File: src/rtl/core/sha1_pkg.sv
// Shared types and constants for the SHA-1 digest unit.
package sha1_pkg;

   // Standard initial chaining values H0..H4
   localparam logic [31:0] INIT_H0 = 32'h6745_2301;
   localparam logic [31:0] INIT_H1 = 32'hEFCD_AB89;
   localparam logic [31:0] INIT_H2 = 32'h98BA_DCFE;
   localparam logic [31:0] INIT_H3 = 32'h1032_5476;
   localparam logic [31:0] INIT_H4 = 32'hC3D2_E1F0;

   // Round constants, one per group of twenty rounds
   localparam logic [31:0] K_GRP0 = 32'h5A82_7999;
   localparam logic [31:0] K_GRP1 = 32'h6ED9_EBA1;
   localparam logic [31:0] K_GRP2 = 32'h8F1B_BCDC;
   localparam logic [31:0] K_GRP3 = 32'hCA62_C1D6;

   localparam logic [7:0] PAD_BYTE   = 8'h80;
   localparam logic [5:0] LEN_OFFSET = 6'd56;
   localparam logic [5:0] LAST_SLOT  = 6'd63;
   localparam logic [6:0] LAST_ROUND = 7'd79;
   localparam logic [2:0] LAST_WORD  = 3'd4;

   // Sequencer states
   typedef enum logic [2:0] {
      ST_IDLE,
      ST_ROUND,
      ST_FOLD,
      ST_PAD,
      ST_OUT
   } state_type;

   // Controls for the block buffer / message schedule
   typedef struct packed {
      logic       push;
      logic [7:0] push_byte;
      logic       step;
   } sched_ctl_type;

   // Controls for the shared round datapath
   typedef struct packed {
      logic       load;
      logic       step;
      logic [6:0] round;
      logic       fold;
      logic       reinit;
      logic [2:0] word_sel;
   } round_ctl_type;

endpackage

File: src/rtl/core/sha1_msg_sched.sv
// Block buffer and rolling 16-word message schedule.
module sha1_msg_sched
   import sha1_pkg::*;
(
   input  logic          clock,
   input  sched_ctl_type ctl,
   output logic [31:0]   w_cur
);

   logic [511:0] win_ff;
   logic [511:0] win_in;
   logic [31:0]  w_mix;
   logic [31:0]  w_new;

   // word j of the window sits at bits 511-32j downward; word 0 is W[t]
   assign w_cur = win_ff[511:480];
   assign w_mix = win_ff[95:64] ^ win_ff[255:224] ^ win_ff[447:416] ^ win_ff[511:480];
   assign w_new = {w_mix[30:0], w_mix[31]};

   // bytes shift in big-endian; rounds shift out one word and append the next
   always_comb begin
      win_in = win_ff;
      if (ctl.push) begin
         win_in = {win_ff[503:0], ctl.push_byte};
      end else if (ctl.step) begin
         win_in = {win_ff[479:0], w_new};
      end
   end

   always_ff @(posedge clock) begin
      win_ff <= win_in;
   end

endmodule

File: src/rtl/core/sha1_round_core.sv
// Shared SHA-1 round datapath with the five chaining words.
module sha1_round_core
   import sha1_pkg::*;
(
   input  logic          clock,
   input  logic          reset,
   input  round_ctl_type ctl,
   input  logic [31:0]   w_cur,
   output logic [31:0]   digest_word
);

   logic [31:0] h_ff [5];
   logic [31:0] h_in [5];
   logic [31:0] a_ff, b_ff, c_ff, d_ff, e_ff;
   logic [31:0] a_in, b_in, c_in, d_in, e_in;
   logic [31:0] f_val;
   logic [31:0] k_val;
   logic [31:0] t_sum;

   // round function and constant by group
   always_comb begin
      if (ctl.round < 7'd20) begin
         f_val = (b_ff & c_ff) | (~b_ff & d_ff);
         k_val = K_GRP0;
      end else if (ctl.round < 7'd40) begin
         f_val = b_ff ^ c_ff ^ d_ff;
         k_val = K_GRP1;
      end else if (ctl.round < 7'd60) begin
         f_val = (b_ff & c_ff) | (b_ff & d_ff) | (c_ff & d_ff);
         k_val = K_GRP2;
      end else begin
         f_val = b_ff ^ c_ff ^ d_ff;
         k_val = K_GRP3;
      end
   end

   assign t_sum = {a_ff[26:0], a_ff[31:27]} + f_val + e_ff + k_val + w_cur;

   // working variables
   always_comb begin
      a_in = a_ff;
      b_in = b_ff;
      c_in = c_ff;
      d_in = d_ff;
      e_in = e_ff;
      if (ctl.load) begin
         a_in = h_ff[0];
         b_in = h_ff[1];
         c_in = h_ff[2];
         d_in = h_ff[3];
         e_in = h_ff[4];
      end else if (ctl.step) begin
         a_in = t_sum;
         b_in = a_ff;
         c_in = {b_ff[1:0], b_ff[31:2]};
         d_in = c_ff;
         e_in = d_ff;
      end
   end

   always_ff @(posedge clock) begin
      a_ff <= a_in;
      b_ff <= b_in;
      c_ff <= c_in;
      d_ff <= d_in;
      e_ff <= e_in;
   end

   // chaining words: fold after a block, reload after a digest
   always_comb begin
      for (int i = 0; i < 5; i++) begin
         h_in[i] = h_ff[i];
      end
      if (ctl.reinit) begin
         h_in[0] = INIT_H0;
         h_in[1] = INIT_H1;
         h_in[2] = INIT_H2;
         h_in[3] = INIT_H3;
         h_in[4] = INIT_H4;
      end else if (ctl.fold) begin
         h_in[0] = h_ff[0] + a_ff;
         h_in[1] = h_ff[1] + b_ff;
         h_in[2] = h_ff[2] + c_ff;
         h_in[3] = h_ff[3] + d_ff;
         h_in[4] = h_ff[4] + e_ff;
      end
   end

   always_ff @(posedge clock) begin
      if (reset) begin
         h_ff[0] <= INIT_H0;
         h_ff[1] <= INIT_H1;
         h_ff[2] <= INIT_H2;
         h_ff[3] <= INIT_H3;
         h_ff[4] <= INIT_H4;
      end else begin
         for (int i = 0; i < 5; i++) begin
            h_ff[i] <= h_in[i];
         end
      end
   end

   // digest word select
   always_comb begin
      case (ctl.word_sel)
         3'd0:    digest_word = h_ff[0];
         3'd1:    digest_word = h_ff[1];
         3'd2:    digest_word = h_ff[2];
         3'd3:    digest_word = h_ff[3];
         default: digest_word = h_ff[4];
      endcase
   end

endmodule

File: src/rtl/core/sha1_message_digest_unit.sv
// Flow: a byte item that does not fill a block is simply taken; one that fills it
//   starts the 80 rounds and a fold, all in the shared round datapath.
// End of message: padding bytes are pushed until the block is full (one byte a cycle),
//   then 80 rounds and a fold per padded block (one or two), then five digest words.
// Items are taken one at a time; no new item is taken until the unit is idle again.
// Reset (synchronous): chaining words to the initial values, counters cleared.
module sha1_message_digest_unit
   import sha1_pkg::*;
(
   input  logic        clock,
   input  logic        reset,
   input  logic        req_valid,
   output logic        req_stall,
   input  logic [7:0]  req_data_byte,
   input  logic        req_byte_present,
   input  logic        req_end_of_message,
   output logic        rsp_valid,
   input  logic        rsp_stall,
   output logic [31:0] rsp_digest_word,
   output logic        rsp_digest_last
);

   state_type     state_ff, state_in;
   logic [5:0]    fill_ff, fill_in;
   logic [63:0]   total_ff, total_in;
   logic [6:0]    round_ff, round_in;
   logic [2:0]    word_ff, word_in;
   logic          pend_end_ff, pend_end_in;
   logic          mark_ff, mark_in;
   logic          len_ok_ff, len_ok_in;
   logic          len_done_ff, len_done_in;
   logic          rsp_take;
   logic [63:0]   bit_len;
   logic [7:0]    len_byte;
   logic [7:0]    pad_byte;
   logic [31:0]   w_cur;
   sched_ctl_type sched_ctl;
   round_ctl_type round_ctl;

   assign rsp_take = rsp_valid && !rsp_stall;

   // padding byte: mark, zeros, then the big-endian bit length in the last 8 slots
   assign bit_len  = {total_ff[60:0], 3'b000};
   assign len_byte = bit_len[{~fill_ff[2:0], 3'b000} +: 8];
   always_comb begin
      if (!mark_ff) begin
         pad_byte = PAD_BYTE;
      end else if (len_ok_ff && fill_ff >= LEN_OFFSET) begin
         pad_byte = len_byte;
      end else begin
         pad_byte = 8'h00;
      end
   end

   // state register and counters
   always_ff @(posedge clock) begin
      if (reset) begin
         state_ff    <= ST_IDLE;
         fill_ff     <= '0;
         total_ff    <= '0;
         round_ff    <= '0;
         word_ff     <= '0;
         pend_end_ff <= 1'b0;
         mark_ff     <= 1'b0;
         len_ok_ff   <= 1'b0;
         len_done_ff <= 1'b0;
      end else begin
         state_ff    <= state_in;
         fill_ff     <= fill_in;
         total_ff    <= total_in;
         round_ff    <= round_in;
         word_ff     <= word_in;
         pend_end_ff <= pend_end_in;
         mark_ff     <= mark_in;
         len_ok_ff   <= len_ok_in;
         len_done_ff <= len_done_in;
      end
   end

   // sequencer
   always_comb begin
      state_in    = state_ff;
      fill_in     = fill_ff;
      total_in    = total_ff;
      round_in    = round_ff;
      word_in     = word_ff;
      pend_end_in = pend_end_ff;
      mark_in     = mark_ff;
      len_ok_in   = len_ok_ff;
      len_done_in = len_done_ff;

      sched_ctl.push      = 1'b0;
      sched_ctl.push_byte = req_data_byte;
      sched_ctl.step      = 1'b0;

      round_ctl.load     = 1'b0;
      round_ctl.step     = 1'b0;
      round_ctl.round    = round_ff;
      round_ctl.fold     = 1'b0;
      round_ctl.reinit   = 1'b0;
      round_ctl.word_sel = word_ff;

      req_stall = 1'b1;
      rsp_valid = 1'b0;

      case (state_ff)
         ST_IDLE: begin
            req_stall = 1'b0;
            if (req_valid) begin
               pend_end_in = req_end_of_message;
               mark_in     = 1'b0;
               len_ok_in   = 1'b0;
               len_done_in = 1'b0;
               if (req_byte_present) begin
                  sched_ctl.push = 1'b1;
                  fill_in        = fill_ff + 6'd1;
                  total_in       = total_ff + 64'd1;
               end
               if (req_byte_present && fill_ff == LAST_SLOT) begin
                  round_ctl.load = 1'b1;
                  round_in       = '0;
                  state_in       = ST_ROUND;
               end else if (req_end_of_message) begin
                  state_in = ST_PAD;
               end
            end
         end

         ST_ROUND: begin
            sched_ctl.step = 1'b1;
            round_ctl.step = 1'b1;
            round_in       = round_ff + 7'd1;
            if (round_ff == LAST_ROUND) begin
               state_in = ST_FOLD;
            end
         end

         ST_FOLD: begin
            round_ctl.fold = 1'b1;
            if (len_done_ff) begin
               word_in  = '0;
               state_in = ST_OUT;
            end else if (pend_end_ff) begin
               state_in = ST_PAD;
            end else begin
               state_in = ST_IDLE;
            end
         end

         ST_PAD: begin
            sched_ctl.push      = 1'b1;
            sched_ctl.push_byte = pad_byte;
            fill_in             = fill_ff + 6'd1;
            mark_in             = 1'b1;
            if (fill_ff == LAST_SLOT || (!mark_ff && fill_ff < LEN_OFFSET)) begin
               len_ok_in = 1'b1;
            end
            if (fill_ff == LAST_SLOT) begin
               len_done_in    = mark_ff && len_ok_ff;
               round_ctl.load = 1'b1;
               round_in       = '0;
               state_in       = ST_ROUND;
            end
         end

         ST_OUT: begin
            rsp_valid = 1'b1;
            if (!rsp_stall) begin
               word_in = word_ff + 3'd1;
               if (word_ff == LAST_WORD) begin
                  round_ctl.reinit = 1'b1;
                  fill_in          = '0;
                  total_in         = '0;
                  pend_end_in      = 1'b0;
                  len_done_in      = 1'b0;
                  state_in         = ST_IDLE;
               end
            end
         end

         default: begin
            state_in = ST_IDLE;
         end
      endcase
   end

   assign rsp_digest_last = (word_ff == LAST_WORD);

   sha1_msg_sched u_sched (
      .clock (clock),
      .ctl   (sched_ctl),
      .w_cur (w_cur)
   );

   sha1_round_core u_round (
      .clock       (clock),
      .reset       (reset),
      .ctl         (round_ctl),
      .w_cur       (w_cur),
      .digest_word (rsp_digest_word)
   );

`ifndef ASSERT_OFF
   // no result is offered while the input side is open
   a_idle_no_rsp: assert property (@(posedge clock) disable iff (reset)
      !req_stall |-> !rsp_valid)
      else $error("result offered while accepting items");

   // the digest is only read out after the final block has been folded
   a_out_fill: assert property (@(posedge clock) disable iff (reset)
      rsp_valid |-> (fill_ff == '0))
      else $error("digest output with a partly filled block");

   // the round counter never runs past the last round
   a_round_range: assert property (@(posedge clock) disable iff (reset)
      (state_ff == ST_ROUND) |-> (round_ff <= LAST_ROUND))
      else $error("round counter out of range");

   // taking the last word clears the length counter for the next message
   a_clear_total: assert property (@(posedge clock) disable iff (reset)
      (rsp_take && rsp_digest_last) |=> (total_ff == '0) && (state_ff == ST_IDLE))
      else $error("length not cleared after digest");
`endif

endmodule

File: config.mk
export PLATFORM = sky130hd
export DESIGN_NAME = sha1_message_digest_unit
export DESIGN_NICKNAME = d
export VERILOG_FILES = /design/src/rtl/core/sha1_pkg.sv /design/src/rtl/core/sha1_msg_sched.sv /design/src/rtl/core/sha1_round_core.sv /design/src/rtl/core/sha1_message_digest_unit.sv
export SDC_FILE = /design/constraint.sdc
export NUM_CORES = 2
export LEC_CHECK = 0
export BUFFER_PORTS_ARGS = -buffer_cell sky130_fd_sc_hd__buf_2
export CAP_MARGIN = 5
export CORE_UTILIZATION = 40
export CTS_CLUSTER_DIAMETER = 30
export DETAILED_ROUTE_END_ITERATION = 10
export GPL_ROUTABILITY_DRIVEN = 0
export PLACE_DENSITY_LB_ADDON = 0.1
export REMOVE_ABC_BUFFERS = 1
export SYNTH_ARGS = -nofsm -noshare
export SYNTH_HDL_FRONTEND = slang
export SYNTH_SLANG_ARGS = --single-unit
File: constraint.sdc
create_clock -name clock -period 16.7 [get_ports clock]
set_clock_uncertainty 0.2 [all_clocks]
set_input_delay 2.505 -clock clock [delete_from_list [all_inputs] [get_ports clock]]
set_output_delay 2.505 -clock clock [all_outputs]
set_load 0.05 [all_outputs]
==> metrics.md <==
| Metric | Value |
|---|---|
| Status | `completed` |
| Total routed wirelength | `158000 um` |
| Crit-path most repeated cell | `fa_1` |
| # diodes | `0` |
| CP max-delay cell | `fa_1` |
| Hold depth | `2` |
| Postcts setup bufs | `0` |
| RSZ-0062 raised after global routing | `no` |
| Avg Inst Size Synth | `9.17 um^2` |
| Hold Vio Cnt, Final | `0` |
| CP Class | `reg2reg` |
| Clk slew on worst S/H paths | `0.04 ns` |
| FFs w/ async S/R, synth | `0%` |
| Fill cells | `12200` |
| Post-synth EDFFs | `672` |
| Fraction of layout cells with a size suffix above 1 | `9.47%` |
| Via count | `40900` |
| Fin crit share | `41.9%` |
| Post-route setup slack | `9.71 ns` |
| Max-cap violations | `0` |
| Final net count | `6161` |
| Final instance area | `63500 um^2` |
| Vias in the first global route | `40300` |
| Hold buffer count at CTS | `0` |
| Crit path cell chain | `o21ai_0, nand2_1, buf_4, inv_1, nor2_1, buf_4, a221oi_1, fa_1, inv_1, fa_1, inv_1, fa_1, fa_1, nor2b_1, o21a_1, o21ai_0, a21oi_1, o21ai_0, o31ai_1, a31oi_1, o311ai_0, xnor2_1, a21oi_1` |
| Worst r2r path cells | `23` |
| Area of the core | `129000 um^2` |
| Global Route Usage Sum | `23.8%` |
| DP Worst Slack | `9.67 ns` |
| Deepest clock path buffer count | `4` |
| Clock latency on the worst-skew pair | `0.90 ns` |
| Worst EP required | `17.05 ns` |
| Die W | `363 um` |
| Num rows | `132` |
| Startpoint types | `flop` |
| Largest net degree at the start of global routing | `247` |
| H-Tree Depth | `5` |
| Initial Util | `40.4%` |
| DRC Markers | `0` |
| Relative slew slack | `15.6%` |
| Area Overhead vs Synth | `21.6%` |
| Commonest non-fill, non-tap cell in the layout | `nand2_1` |
| DRT iter0 DRCs | `3287` |
| Sink Count | `916` |
| Clock Root Buffer | `clkbuf_16` |
| Most frequent cells in the layout | `nand2_1, edfxtp_1, clkbuf_16` |
| Post-CTS Resized | `0` |
| Seq cells post-synth | `916` |
| GRT overflow | `0` |
| Critical Path Max Stage Delay | `0.51 ns` |
| Area after DPL | `54100 um^2` |
| Vias per cell | `5.26` |
| Antenna violations before repair | `2` |
| Slew @ Worst Pin | `1.26 ns` |
| CTS tree | `done` |
| Dpl hpwl | `106000 um` |
| Synth Warn # | `0` |
| First-pass GRT wire length | `240000 um` |
| Synth top area share | `38.6%` |
| Post-synthesis cell area | `52200 um^2` |
| Gate Count Post-Synth | `5695` |
| Die Y | `363 um` |
| Die Footprint | `132000 um^2` |
| I/O pin total | `49` |
| Post-synth cell types | `80` |
| Antenna Violating Nets Remaining | `0` |
| Endpoints failing setup | `0` |
| Tmin final | `6.99 ns` |
| Cell taking the most area after synthesis | `edfxtp_1` |
| Hold Path Class | `reg2reg` |
| Sum Neg Setup Slack | `0 ns` |
| Post-synthesis sequential area ratio | `48.0%` |
| Wire per inst | `20.3 um` |
| Critical path peak fanout | `23` |
| CP arrival | `7.34 ns` |
| Port Buffers | `48` |
| CP Capture Type | `flop` |
| Fmax | `143 MHz` |
| CTS buffer count | `283` |
| Synth area leaders | `edfxtp_1, nand2_1, dfxtp_1, ha_1, fa_1` |
| Initial DRT Pass Iterations | `7` |
| Final slew viol count | `0` |
| Most used flip-flop cell after synthesis | `edfxtp_1` |
## cells by family (layout without fill, tap and decap cells)
group / count (synthesis) / after routing / synth area share [%]
muxes: 55 / 55 / 1.38
and+or+nand+nor: 2665 / 2665 / 20.8
AOI/OAI and AO/OA: 936 / 936 / 11.5
xor gates and xnor gates: 323 / 323 / 5.41
adders and majority gates: 328 / 328 / 9.56
buffers and inverters: 472 / 805 / 3.43
DFF: 916 / 916 / 48.0
## worst max-delay path: cells and delay by family, from the launching register on
family	cells	cell delay, ns
AO/OA/AOI/OAI	10	2.20
adder cells (fa/ha/maj)	4	1.99
buffers and inverters	5	1.20
AND/OR/NAND/NOR	3	0.47
flip-flops	1	0.46
XOR/XNOR	1	0.17
## routing by layer
metal  global-route usage (%)  share of wire [%]  vias to the layer above
met4                     9.25                3.2                        0
met2                     39.3                 48                      980
li1                         -                  -                    19800
met5                        0                  0                        -
met3                     3.77                4.5                      306
met1                     31.1                 45                    19800
## sequential cells by signal, summed over array words and instances (netlist names)
name and cells:
mark_ff 1, total_ff 61, word_ff 3, round_ff 7, u_round.d_ff 32, state_ff 3, u_round.a_ff 32, pend_end_ff 1
u_round.e_ff 32, len_ok_ff 1, u_round.b_ff 32, u_round.c_ff 32, u_round.h_ff 160, len_done_ff 1, fill_ff 6, u_sched.win_ff 512
## final timing paths
check                       from                   to  slack (ns)
min reg2reg  u_round.h_ff[0][77]  u_round.h_ff[0][77]        0.29
max reg2reg          round_ff[4]     u_round.a_ff[23]        9.71
max                  round_ff[4]     u_round.a_ff[23]        9.71
min          u_round.h_ff[0][77]  u_round.h_ff[0][77]        0.29
## cell type report
| type | count | area [um^2] | area share [%] |
|---|---|---|---|
| flip-flops and latches | 916 | 25100 | 39.5 |
| repair buffers | 91 | 601 | 0.945 |
| multi-input cells | 4307 | 25500 | 40.1 |
| inverters | 220 | 826 | 1.30 |
| well taps | 1742 | 2180 | 3.43 |
| clock buffers | 367 | 7840 | 12.3 |
| clock inverters | 127 | 1550 | 2.45 |
## per-stage QoR
stage	hold slack (ns)	instances	utilization, %
after global routing	0.309	7770	49.1
final	0.290	7770	49.1
after global placement	0.273	7276	41.8
after floorplan	0.254	5443	-
after CTS	0.290	7770	49.1
after detailed placement	0.281	7276	41.8
## cells in the mapped netlist, types with 75 or more instances
library cell and count:
o21ai_0 214, a21oi_1 258, dfxtp_1 244, edfxtp_1 672
xnor2_1 193, inv_1 219, xor2_1 130, a22oi_1 75
nand2_1 2081, fa_1 119, ha_1 209, nor2_1 235
a21o_1 91, nand3_1 90, clkbuf_1 230
Power is not shown: default switching activity piles up to over one toggle a cycle in this logic, so the estimate is an artifact.
